$ cat config.mk
export PLATFORM = sky130hd
export DESIGN_NAME = midi_file_track_writer
export DESIGN_NICKNAME = d
export VERILOG_FILES = /design/src/rtl/core/mftw_pkg.sv /design/src/rtl/core/midi_file_track_writer.sv
export SDC_FILE = /design/constraint.sdc
export NUM_CORES = 2
export LEC_CHECK = 0
export ABC_AREA = 1
export BUFFER_PORTS_ARGS = -buffer_cell sky130_fd_sc_hd__buf_2
export CAP_MARGIN = 20
export CORE_AREA = 2 2 392 394
export CTS_BUF_LIST = sky130_fd_sc_hd__clkbuf_4 sky130_fd_sc_hd__clkbuf_8 sky130_fd_sc_hd__clkbuf_16
export CTS_CLUSTER_SIZE = 20
export DETAILED_ROUTE_END_ITERATION = 16
export DIE_AREA = 0 0 394 396
export SYNTH_ARGS = -nofsm -noshare
export SYNTH_HDL_FRONTEND = slang
export SYNTH_SLANG_ARGS = --single-unit
$ cat constraint.sdc
create_clock -name clock -period 10.1 [get_ports clock]
set_clock_uncertainty 0.2 [all_clocks]
set_input_delay 2.02 -clock clock [delete_from_list [all_inputs] [get_ports clock]]
set_output_delay 2.02 -clock clock [all_outputs]
set_load 0.005 [all_outputs]
$ cat src/rtl/core/mftw_pkg.sv
// Shared constants, types and the variable-length quantity encoder
// for the MIDI file track writer. No dependencies.

package mftw_pkg;

   // Operation codes of an input item
   localparam logic [1:0] OP_ADVANCE = 2'd0;
   localparam logic [1:0] OP_MESSAGE = 2'd1;
   localparam logic [1:0] OP_START   = 2'd2;
   localparam logic [1:0] OP_STOP    = 2'd3;

   // Defaults for the top level parameters
   localparam int FRAC_BITS_DEFAULT = 24;
   localparam int TPQ_DEFAULT       = 192;

   // Fixed widths and sizes
   localparam int ACC_W       = 56;
   localparam int MAX_RESULTS = 22;
   localparam int CNT_W       = $clog2(MAX_RESULTS + 1);

   // Fixed bytes of the stream
   localparam logic [7:0] SYSEX_START = 8'hF0;
   localparam logic [7:0] META_EVENT  = 8'hFF;
   localparam logic [7:0] META_EOT    = 8'h2F;
   localparam logic [7:0] VLQ_MORE    = 8'h80;

   // Up to four VLQ bytes, first byte in entry 0
   typedef struct packed {
      logic [3:0][7:0] bytes;
      logic [2:0]      count;
   } vlq_type;

   // Encode a 28-bit value as a MIDI variable-length quantity
   function automatic vlq_type vlq_encode(input logic [27:0] v);
      vlq_type    r;
      logic [6:0] g3;
      logic [6:0] g2;
      logic [6:0] g1;
      logic [6:0] g0;
      g3 = v[27:21];
      g2 = v[20:14];
      g1 = v[13:7];
      g0 = v[6:0];
      r = '0;
      if (g3 != 7'd0) begin
         r.count    = 3'd4;
         r.bytes[0] = VLQ_MORE | {1'b0, g3};
         r.bytes[1] = VLQ_MORE | {1'b0, g2};
         r.bytes[2] = VLQ_MORE | {1'b0, g1};
         r.bytes[3] = {1'b0, g0};
      end else if (g2 != 7'd0) begin
         r.count    = 3'd3;
         r.bytes[0] = VLQ_MORE | {1'b0, g2};
         r.bytes[1] = VLQ_MORE | {1'b0, g1};
         r.bytes[2] = {1'b0, g0};
      end else if (g1 != 7'd0) begin
         r.count    = 3'd2;
         r.bytes[0] = VLQ_MORE | {1'b0, g1};
         r.bytes[1] = {1'b0, g0};
      end else begin
         r.count    = 3'd1;
         r.bytes[0] = {1'b0, g0};
      end
      return r;
   endfunction

endpackage

$ cat src/rtl/core/midi_file_track_writer.sv
// Single-track Standard MIDI File stream writer: input register, one
// compute stage that loads a result run buffer, and a byte serializer.
// Depends on mftw_pkg.
//
// An item passes the input register and then loads the run buffer, from which
// its first result byte is offered.
// Throughput: one item per cycle while no run is pending; an item that yields
// a run of bytes holds the next item behind it until the one-byte-wide result
// port has drained the run buffer (22 bytes for a start).
// Reset (synchronous, active high) clears recording, time, byte count and the
// ticks-per-frame register; the run buffer contents are not reset.

module midi_file_track_writer #(
   parameter int FRAC_BITS         = mftw_pkg::FRAC_BITS_DEFAULT,
   parameter int TICKS_PER_QUARTER = mftw_pkg::TPQ_DEFAULT
) (
   input  logic        clock,
   input  logic        reset,
   // configuration write
   input  logic        csr_valid,
   output logic        csr_ready,
   input  logic [31:0] csr_ticks_per_frame,
   // input items
   input  logic        req_valid,
   output logic        req_stall,
   input  logic [1:0]  req_operation,
   input  logic [11:0] req_frames,
   input  logic [7:0]  req_data_byte,
   input  logic        req_msg_first,
   input  logic [15:0] req_msg_length,
   // result items
   output logic        rsp_valid,
   input  logic        rsp_stall,
   output logic [7:0]  rsp_out_byte,
   output logic        rsp_run_last,
   output logic        rsp_length_ready,
   output logic [31:0] rsp_track_length
);
   import mftw_pkg::*;

   localparam int             SUM_W    = ACC_W + 1;
   localparam int             PROD_W   = 44;
   localparam logic [15:0]    DIVISION = 16'(TICKS_PER_QUARTER);
   localparam logic [SUM_W-1:0] HALF   = SUM_W'(1) << (FRAC_BITS - 1);
   localparam logic [ACC_W-1:0] ACC_MAX = '1;
   localparam logic [MAX_RESULTS-1:0][7:0] HEADER = {
      8'h00, 8'h00, 8'h00, 8'h00, 8'h6B, 8'h72, 8'h54, 8'h4D,
      DIVISION[7:0], DIVISION[15:8], 8'h01, 8'h00, 8'h00, 8'h00,
      8'h06, 8'h00, 8'h00, 8'h00, 8'h64, 8'h68, 8'h54, 8'h4D
   };

   // configuration register
   logic [31:0] tpf_ff;

   // input register
   logic              a_valid_ff;
   logic [1:0]        a_op_ff;
   logic [PROD_W-1:0] a_prod_ff;
   logic [7:0]        a_data_ff;
   logic              a_first_ff;
   logic [15:0]       a_len_ff;

   // track state
   logic             rec_ff,  rec_in;
   logic [ACC_W-1:0] acc_ff,  acc_in;
   logic [31:0]      last_ff, last_in;
   logic [31:0]      bw_ff,   bw_in;
   logic             skip_ff, skip_in;

   // result run buffer
   logic [MAX_RESULTS-1:0][7:0] byte_buf_ff, byte_buf_in;
   logic [CNT_W-1:0]            cnt_ff, cnt_in;
   logic [CNT_W-1:0]            idx_ff;
   logic                        lr_ff, lr_in;
   logic [31:0]                 tl_ff, tl_in;

   logic             run_last;
   logic             burst_free;
   logic             b_load;
   logic [SUM_W-1:0] acc_sum;
   logic [SUM_W-1:0] rnd_sum;
   logic [SUM_W-1:0] rnd_sh;
   logic [SUM_W-1:0] trunc_sh;
   logic [31:0]      now_rnd;
   logic [31:0]      now_trunc;
   logic [31:0]      now_sel;
   logic [31:0]      diff;
   logic [27:0]      delta;
   vlq_type          dv;
   vlq_type          lv;
   logic [15:0]      len_m1;

   assign csr_ready = 1'b1;

   // handshake
   assign rsp_valid  = (cnt_ff != '0);
   assign run_last   = (idx_ff + CNT_W'(1) == cnt_ff);
   assign burst_free = !rsp_valid || (run_last && !rsp_stall);
   assign b_load     = a_valid_ff && burst_free;
   assign req_stall  = a_valid_ff && !burst_free;

   assign rsp_out_byte     = byte_buf_ff[idx_ff];
   assign rsp_run_last     = run_last;
   assign rsp_length_ready = lr_ff;
   assign rsp_track_length = tl_ff;

   // tick arithmetic on the current accumulator
   always_comb begin
      acc_sum   = {1'b0, acc_ff} + SUM_W'(a_prod_ff);
      rnd_sum   = {1'b0, acc_ff} + HALF;
      rnd_sh    = rnd_sum >> FRAC_BITS;
      trunc_sh  = {1'b0, acc_ff} >> FRAC_BITS;
      now_rnd   = (|rnd_sh[SUM_W-1:32]) ? '1 : rnd_sh[31:0];
      now_trunc = (|trunc_sh[SUM_W-1:32]) ? '1 : trunc_sh[31:0];
      now_sel   = (a_op_ff == OP_STOP) ? now_trunc : now_rnd;
      diff      = now_sel - last_ff;
      if (now_sel <= last_ff) begin
         delta = '0;
      end else if (|diff[31:28]) begin
         delta = '1;
      end else begin
         delta = diff[27:0];
      end
      len_m1 = a_len_ff - 16'd1;
      dv     = vlq_encode(delta);
      lv     = vlq_encode({12'd0, len_m1});
   end

   // build the result run and next state for the registered item
   always_comb begin
      logic [CNT_W-1:0] dc;
      logic [CNT_W-1:0] lc;
      logic [CNT_W-1:0] pos;
      logic [CNT_W-1:0] rel;
      logic             is_sysex;
      dc       = CNT_W'(dv.count);
      lc       = CNT_W'(lv.count);
      pos      = '0;
      rel      = '0;
      is_sysex = (a_data_ff == SYSEX_START);
      acc_in   = acc_ff;
      rec_in   = rec_ff;
      last_in  = last_ff;
      bw_in    = bw_ff;
      skip_in  = skip_ff;
      cnt_in   = '0;
      lr_in    = 1'b0;
      tl_in    = '0;
      byte_buf_in = '0;
      case (a_op_ff)
         OP_ADVANCE: begin
            acc_in = acc_sum[ACC_W] ? ACC_MAX : acc_sum[ACC_W-1:0];
         end
         OP_START: begin
            byte_buf_in = HEADER;
            cnt_in      = CNT_W'(MAX_RESULTS);
            rec_in      = 1'b1;
            acc_in      = '0;
            last_in     = '0;
            bw_in       = '0;
            skip_in     = 1'b0;
         end
         OP_MESSAGE: begin
            if (rec_ff && a_first_ff && (a_len_ff < 16'd2)) begin
               skip_in = 1'b1;
            end else if (rec_ff && a_first_ff) begin
               skip_in = 1'b0;
               last_in = now_sel;
               cnt_in  = dc + CNT_W'(1) + (is_sysex ? lc : CNT_W'(0));
               for (int i = 0; i < MAX_RESULTS; i++) begin
                  pos = CNT_W'(i);
                  rel = pos - dc - CNT_W'(1);
                  if (pos < dc) begin
                     byte_buf_in[i] = dv.bytes[pos[1:0]];
                  end else if (pos == dc) begin
                     byte_buf_in[i] = a_data_ff;
                  end else if (rel < lc) begin
                     byte_buf_in[i] = lv.bytes[rel[1:0]];
                  end
               end
               bw_in = bw_ff + 32'(cnt_in);
            end else if (rec_ff && !skip_ff) begin
               byte_buf_in[0] = a_data_ff;
               cnt_in         = CNT_W'(1);
               bw_in          = bw_ff + 32'd1;
            end
         end
         OP_STOP: begin
            if (rec_ff) begin
               cnt_in  = dc + CNT_W'(3);
               last_in = now_sel;
               rec_in  = 1'b0;
               for (int i = 0; i < MAX_RESULTS; i++) begin
                  pos = CNT_W'(i);
                  if (pos < dc) begin
                     byte_buf_in[i] = dv.bytes[pos[1:0]];
                  end else if (pos == dc) begin
                     byte_buf_in[i] = META_EVENT;
                  end else if (pos == dc + CNT_W'(1)) begin
                     byte_buf_in[i] = META_EOT;
                  end
               end
               bw_in = bw_ff + 32'(cnt_in);
               lr_in = 1'b1;
               tl_in = bw_in;
            end
         end
         default: begin
            acc_in = acc_ff;
         end
      endcase
   end

   // configuration write
   always_ff @(posedge clock) begin
      if (reset) begin
         tpf_ff <= '0;
      end else if (csr_valid && csr_ready) begin
         tpf_ff <= csr_ticks_per_frame;
      end
   end

   // input register, product taken on the way in
   always_ff @(posedge clock) begin
      if (reset) begin
         a_valid_ff <= 1'b0;
      end else if (!req_stall) begin
         a_valid_ff <= req_valid;
      end
      if (req_valid && !req_stall) begin
         a_op_ff    <= req_operation;
         a_prod_ff  <= PROD_W'(req_frames) * PROD_W'(tpf_ff);
         a_data_ff  <= req_data_byte;
         a_first_ff <= req_msg_first;
         a_len_ff   <= req_msg_length;
      end
   end

   // track state advances as the item leaves the input register
   always_ff @(posedge clock) begin
      if (reset) begin
         rec_ff  <= 1'b0;
         acc_ff  <= '0;
         last_ff <= '0;
         bw_ff   <= '0;
         skip_ff <= 1'b0;
      end else if (b_load) begin
         rec_ff  <= rec_in;
         acc_ff  <= acc_in;
         last_ff <= last_in;
         bw_ff   <= bw_in;
         skip_ff <= skip_in;
      end
   end

   // load a run or advance through it
   always_ff @(posedge clock) begin
      if (reset) begin
         cnt_ff <= '0;
         idx_ff <= '0;
      end else if (b_load) begin
         cnt_ff <= cnt_in;
         idx_ff <= '0;
      end else if (rsp_valid && !rsp_stall) begin
         if (run_last) begin
            cnt_ff <= '0;
            idx_ff <= '0;
         end else begin
            idx_ff <= idx_ff + CNT_W'(1);
         end
      end
      if (b_load) begin
         byte_buf_ff <= byte_buf_in;
         lr_ff       <= lr_in;
         tl_ff       <= tl_in;
      end
   end

   // checks
   a_idx_in_run: assert property (@(posedge clock) disable iff (reset)
      rsp_valid |-> (idx_ff < cnt_ff))
      else $error("run index past run length");

   a_stall_needs_item: assert property (@(posedge clock) disable iff (reset)
      req_stall |-> a_valid_ff)
      else $error("input stalled with empty input register");

   a_stop_ends_rec: assert property (@(posedge clock) disable iff (reset)
      (b_load && (a_op_ff == OP_STOP) && rec_ff) |=> !rec_ff)
      else $error("recording still active after stop");

   a_len_only_stop: assert property (@(posedge clock) disable iff (reset)
      (rsp_valid && !rsp_length_ready) |-> (rsp_track_length == 32'd0))
      else $error("track length shown outside a stop run");

   a_start_run_len: assert property (@(posedge clock) disable iff (reset)
      (b_load && (a_op_ff == OP_START)) |=> (cnt_ff == CNT_W'(MAX_RESULTS)))
      else $error("start run is not a full header");

endmodule

# Yosys cells after proc, flatten, opt, wreduce, memory -nomap -nowiden
# Index checks and enable logic that the tools add are counted.
# totals
elab_cells,408
input_bits,76
output_inout_bits,45
reg_bits,445
# classes
n_mul,1
add_sub_neg,55
n_reduce_logical,38
n_lt_le_gt_ge,60
n_eq_ne,38
mux,178
# ops
operator,n
$mux 8,88
$pmux 176 s3,1
$bmux 8 s2,22
$mux 176,2
$mux 32,9
$pmux 32 s3,2
$mux 168,1
$mux 6,22
$pmux 56 s2,1
$lt 5x3->1,22
$sub 5x1->5 const B,14
$lt 2x3->1 const B,22
$add 56x24->57 const B,1
$add 56x44->57,1
$mux 28,2
$mux 56,1
$mul 12x32->44,1
$mux 7,6
$bmux 8 s5,1
$eq 4x5->1 const A,8
$sub 4x2->5 const B,8
$sub 4x3->5 const A,8
$mux 19,2
$add 32x1->32 const B,1
other kinds (56),124

# Logic depth before layout (Yosys ltp)
# depth
depth_word,21
mapped_depth,66
mapped_depth_nobuf,64

# Worst setup path before layout
# No wires, ideal clock.
# synth_path
path_type,in2reg
from,in rsp_stall
to,reg bw_ff[27]
t_arrival_ps,7574
n_path_buf,1
path_stages,8
setup_slack_ps,2192
setup_ps,134
t_required_ps,9766
cell_sequence,o21ai_0 -> nand2_1 -> clkinv_1 -> nand2_1 -> inv_1 -> clkbuf_1 -> o21ai_0 -> a31oi_1
# synth_between
elab_chain_cells,5
# synth_lines
element,line_no,rtl
start: declaration,midi_file_track_writer.sv:33,"input logic rsp_stall,"
$logic_not 1->1,midi_file_track_writer.sv:98,assign burst_free = !rsp_valid || (run_last && !rsp_stall);
$logic_and 1x1->1,midi_file_track_writer.sv:98,
$logic_or 1x1->1,midi_file_track_writer.sv:98,
$logic_and 1x1->1,midi_file_track_writer.sv:99,assign b_load = a_valid_ff && burst_free;
via b_load,midi_file_track_writer.sv:79,logic b_load;
$reduce_and 5->1 (no line),-,
end signal: assignment,midi_file_track_writer.sv:251,bw_ff <= bw_in;
end: declaration,midi_file_track_writer.sv:67,"logic [31:0] bw_ff, bw_in;"
# The timed path passes the listed nets, and every way through them passes these cells.
# A chain may end at the register's enable or synchronous reset.

# Worst setup path after layout
# layout_path
from,reg acc_ff[24]
to,reg bw_ff[27]
# layout_between
elab_chain_cells,17
elab_cells_between_ends,23
classes_between,add/sub (7); order compare (1); mux (11); reduce/logical (4)
# layout_lines
element,line_no,rtl
start: declaration,midi_file_track_writer.sv:65,"logic [ACC_W-1:0] acc_ff, acc_in;"
start signal: assignment,midi_file_track_writer.sv:249,acc_ff <= acc_in;
$add 56x24->57,midi_file_track_writer.sv:110,"rnd_sum = {1'b0, acc_ff} + HALF;"
$mux 32,midi_file_track_writer.sv:113,now_rnd = (|rnd_sh[SUM_W-1:32]) ? '1 : rnd_sh[31:0];
$mux 32 (*),midi_file_track_writer.sv:115,now_sel = (a_op_ff == OP_STOP) ? now_trunc : now_rnd;
$sub 32x32->32,midi_file_track_writer.sv:116,diff = now_sel - last_ff;
$reduce_or 4->1,midi_file_track_writer.sv:119,end else if (|diff[31:28]) begin
$mux 28,midi_file_track_writer.sv:119,
$mux 28 (*),midi_file_track_writer.sv:117,if (now_sel <= last_ff) begin
$reduce_bool 7->1,mftw_pkg.sv:56,end else if (g1 != 7'd0) begin
$mux 11,mftw_pkg.sv:56,
$mux 19,mftw_pkg.sv:51,end else if (g2 != 7'd0) begin
$mux 27 (*),mftw_pkg.sv:45,if (g3 != 7'd0) begin
$add 3x1->4,midi_file_track_writer.sv:169,cnt_in = dc + CNT_W'(1) + (is_sysex ? lc : CNT_W'(0));
$add 5x3->5,midi_file_track_writer.sv:169,
$add 32x5->32,midi_file_track_writer.sv:181,bw_in = bw_ff + 32'(cnt_in);
$mux 32,midi_file_track_writer.sv:166,end else if (rec_ff && a_first_ff) begin
$mux 32,midi_file_track_writer.sv:164,if (rec_ff && a_first_ff && (a_len_ff < 16'd2)) begin
$pmux 32 s3 (*),midi_file_track_writer.sv:150,case (a_op_ff)
# Mark *: on every way between the ends. The rest lies on a longest branch, timed or not. The select of a mux whose other input is x is not followed.

==> impl_metrics.env <==
export IMPL_yosysWarnings=0
export IMPL_grt_start_max_net_pins=109
export IMPL_worst_path_largest_cell_delay_ns=0.57
export IMPL_fp_dieH_um=396
export IMPL_num_io_pins=121
export IMPL_rows=143
export IMPL_synth_top_family_by_area="adder cells"
export IMPL_drtIter0Drc=2205
export IMPL_crit_buf_inv=10
export IMPL_cts_num_sinks=416
export IMPL_diodes=0
export IMPL_io_buffers=119
export IMPL_via_count=32910
export IMPL_crit_family="simple AND/OR/NAND/NOR gates"
export IMPL_dpl_cell_area_um2=40500
export IMPL_yosysMostFrequentCell="nand2_1"
export IMPL_hold_depth=2
export IMPL_synth_commonest_cells="1212 x nand2_1, 804 x inv_1, 459 x nor2_1"
export IMPL_ys_ff_latch=416
export IMPL_synth_compound_area_share_pct=13.44
export IMPL_synth_fa_ha_area_share_pct=22.11
export IMPL_cts_inserted_buffers=49
export IMPL_avgSynthCellArea_um2=7.580
export IMPL_wl_um=113000
export IMPL_finalCritPeriodShare_pct=89.84
export IMPL_placedCellCount=7023
export IMPL_hold_ws_ns=0.2601
export IMPL_hold_path_endpoint="skip_ff"
export IMPL_cp_end_kind="register"
export IMPL_synth_top_area_cell="edfxtp_1"
export IMPL_hpwl_um=84670
export IMPL_synth_xor_area_share_pct=3.528
export IMPL_grt_pass1_vias=32940
export IMPL_initial_core_util_pct=24.90
export IMPL_vias_per_cell=4.624
export IMPL_die_w_um=394
export IMPL_crit_arrival_ns=9.45
export IMPL_worstReg2RegStart="acc_ff[24]"
export IMPL_yosysSeqAreaShare_pct=28.72
export IMPL_nets=5609
export IMPL_rsz0062_at_grt="false"
export IMPL_wl_per_cell_um=15.87
export IMPL_min_delay_start="skip_ff"
export IMPL_critPathMaxFanout=16
export IMPL_drive_gt1_share_pct=6.094
export IMPL_clockBufferDepth=3
export IMPL_die_area_um2=156000
export IMPL_vdd_drop_max_mv=0.1592
export IMPL_cts_tree="built"
export IMPL_drtPass1Iterations=6
export IMPL_async_flop_share_pct=0
export IMPL_drv_cap=0
export IMPL_track_usage_pct=14.22
export IMPL_p_per_area_nw_per_um2=192.7
export IMPL_max_freq_mhz=110.2
export IMPL_grt_pass1_wl_um=180700
export IMPL_synth_simple_gate_area_share_pct=21.55
export IMPL_start_kind="register"
export IMPL_drc=0
export IMPL_run_status="finished clean"
export IMPL_setup_viol=0
export IMPL_syn_to_final_growth_pct=12.10
export IMPL_place_ws_ns=0.9485
export IMPL_synth_mux_area_share_pct=0.05305
export IMPL_place_congestion=0.9436
export IMPL_insertion_delay_ns=0.65
export IMPL_cts_hold_buffers=0
export IMPL_final_hold_viol_count=0
export IMPL_coreArea_um2=151500
export IMPL_syn_cell_area_um2=37740
export IMPL_period_needed_ns=9.074
export IMPL_grt_overflow=0
export IMPL_min_path_type="register to register"
export IMPL_synth_ff_type="edfxtp_1"
export IMPL_fin_area_um2=42300
export IMPL_r2r_end="bw_ff[27]"
export IMPL_antenna_found_initial=6
export IMPL_setup_ws_ns=1.026
export IMPL_clk_pin_slew_ns=0.07
export IMPL_synthTopCellsByArea="edfxtp_1 20%, fa_1 16%, nand2_1 12%"
export IMPL_reg2reg_slack_ns=1.03
export IMPL_max_slew_margin_rel_pct=31.25
export IMPL_synth_distinct_cells=68
export IMPL_synth_top_area_share_pct=19.97
export IMPL_drv_slew=0
export IMPL_drtAntennaViolNets=0
export IMPL_synth_edf_count=251
export IMPL_r2r_cells=55
export IMPL_synth_cells=4979
export IMPL_required_ns=10.47
export IMPL_final_setup_tns_ns=0
export IMPL_finalNonFillerCells=7117
export IMPL_htreeDepth=2
export IMPL_path_class="register to register"
export IMPL_root_buffer="clkbuf_16"
export IMPL_p_leak_uw=0.01941
export IMPL_cp_common_cell="nor2_1"
export IMPL_crit_path_top_delay_cell="or4_1"
export IMPL_worst_pin_slew_ns=1.031
==> state kept, by name, summed over array words and instances (netlist names), 8 cells and up <==
signal,cells
tpf_ff,32
rsp_track_length,32
a_data_ff,8
a_prod_ff,44
acc_ff,56
byte_buf_ff,147
a_len_ff,16
bw_ff,32
last_ff,32
==> cell families (layout without fill, tap and decap cells) <==
logic type,after synthesis,after routing
compound gates,903,903
other cells,2,70
buf+inv,1028,1068
fa+ha+maj,484,484
xor+xnor,152,152
flops,416,416
mux,2,2
simple gates,1992,1992
==> per-stage QoR <==
step                      power, uW  util (%)
after floorplan                5257         -
after global placement         6218     26.72
after detailed placement       6232     26.72
after CTS                      8208     27.86
after global routing           8822     27.92
final                          8151     27.92
==> cell type report <==
type,instances,area (um^2)
fillers,16580,109200
clock buffers,61,1323
multi-input cells,3603,23200
repair buffers,153,885.9
clock inverters,28,402.9
flip-flops and latches,416,10840
inverters,826,3112
well taps,2030,2540
==> report_power, final <==
part | switching (uW) | internal (uW)
clock | 799 | 1120
combinational | 2660 | 1370
sequential | 128 | 2070
total | 3580 | 4570
==> layout by cell type, fill, tap and decap left out, types with 7 or more instances in the layout <==
cell | Yosys | layout
nor3_1 | 48 | 47
o21ai_0 | 302 | 302
dfxtp_1 | 165 | 165
a31oi_1 | 49 | 49
o31ai_1 | 11 | 11
or2_2 | 7 | 7
fa_1 | 305 | 305
a22oi_1 | 18 | 18
buf_4 | 10 | 33
nand4_1 | 20 | 20
conb_1 | 2 | 70
nor4_1 | 28 | 28
a211oi_1 | 31 | 31
a21o_1 | 8 | 8
a221oi_1 | 20 | 20
nand3_1 | 165 | 165
edfxtp_1 | 251 | 251
ha_1 | 179 | 179
o22ai_1 | 15 | 15
o211ai_1 | 14 | 14
clkinv_1 | 6 | 11
nor2_1 | 459 | 455
xnor2_1 | 53 | 53
buf_2 | 8 | 118
inv_2 | 14 | 14
clkbuf_16 | 0 | 49
nand2_1 | 1212 | 1210
xor2_1 | 99 | 99
inv_1 | 804 | 803
bufinv_16 | 0 | 7
o21ai_1 | 26 | 26
clkbuf_4 | 0 | 11
nand2_2 | 12 | 14
a21oi_1 | 355 | 355
o221ai_1 | 12 | 12
==> per-layer routing <==
metal / GRT usage, % / share of wire (%)
met1: 18.85 / 45
met2: 24.48 / 47
met3: 1.763 / 5.3
met4: 3.441 / 2.4
met5: 0 / 0.0089
==> worst min-delay path, cell delays in order, from the launching register on <==
cell and delay (ns):
dfxtp_1 0.31, nand2_1 0.06, a21oi_1 0.05
==> what timing repair did <==
action,4_1_cts,5_1_grt
resized for setup,0,2
setup buffers,0,3
setup endpoints to repair,0,5
==> worst max-delay path by stage <==
stage | from | end | slack, ns | cells after the start
floorplan | rsp_stall | bw_ff[27] | 2.19 | 8
global placement | acc_ff[23] | bw_ff[19] | 1.04 | 56
detailed placement | acc_ff[24] | bw_ff[27] | 0.95 | 55
CTS | acc_ff[24] | bw_ff[27] | 0.92 | 55
global route | acc_ff[24] | bw_ff[19] | 0.008 | 59
finish | acc_ff[24] | bw_ff[27] | 1.03 | 55
Power figures use the tool's default switching activity.
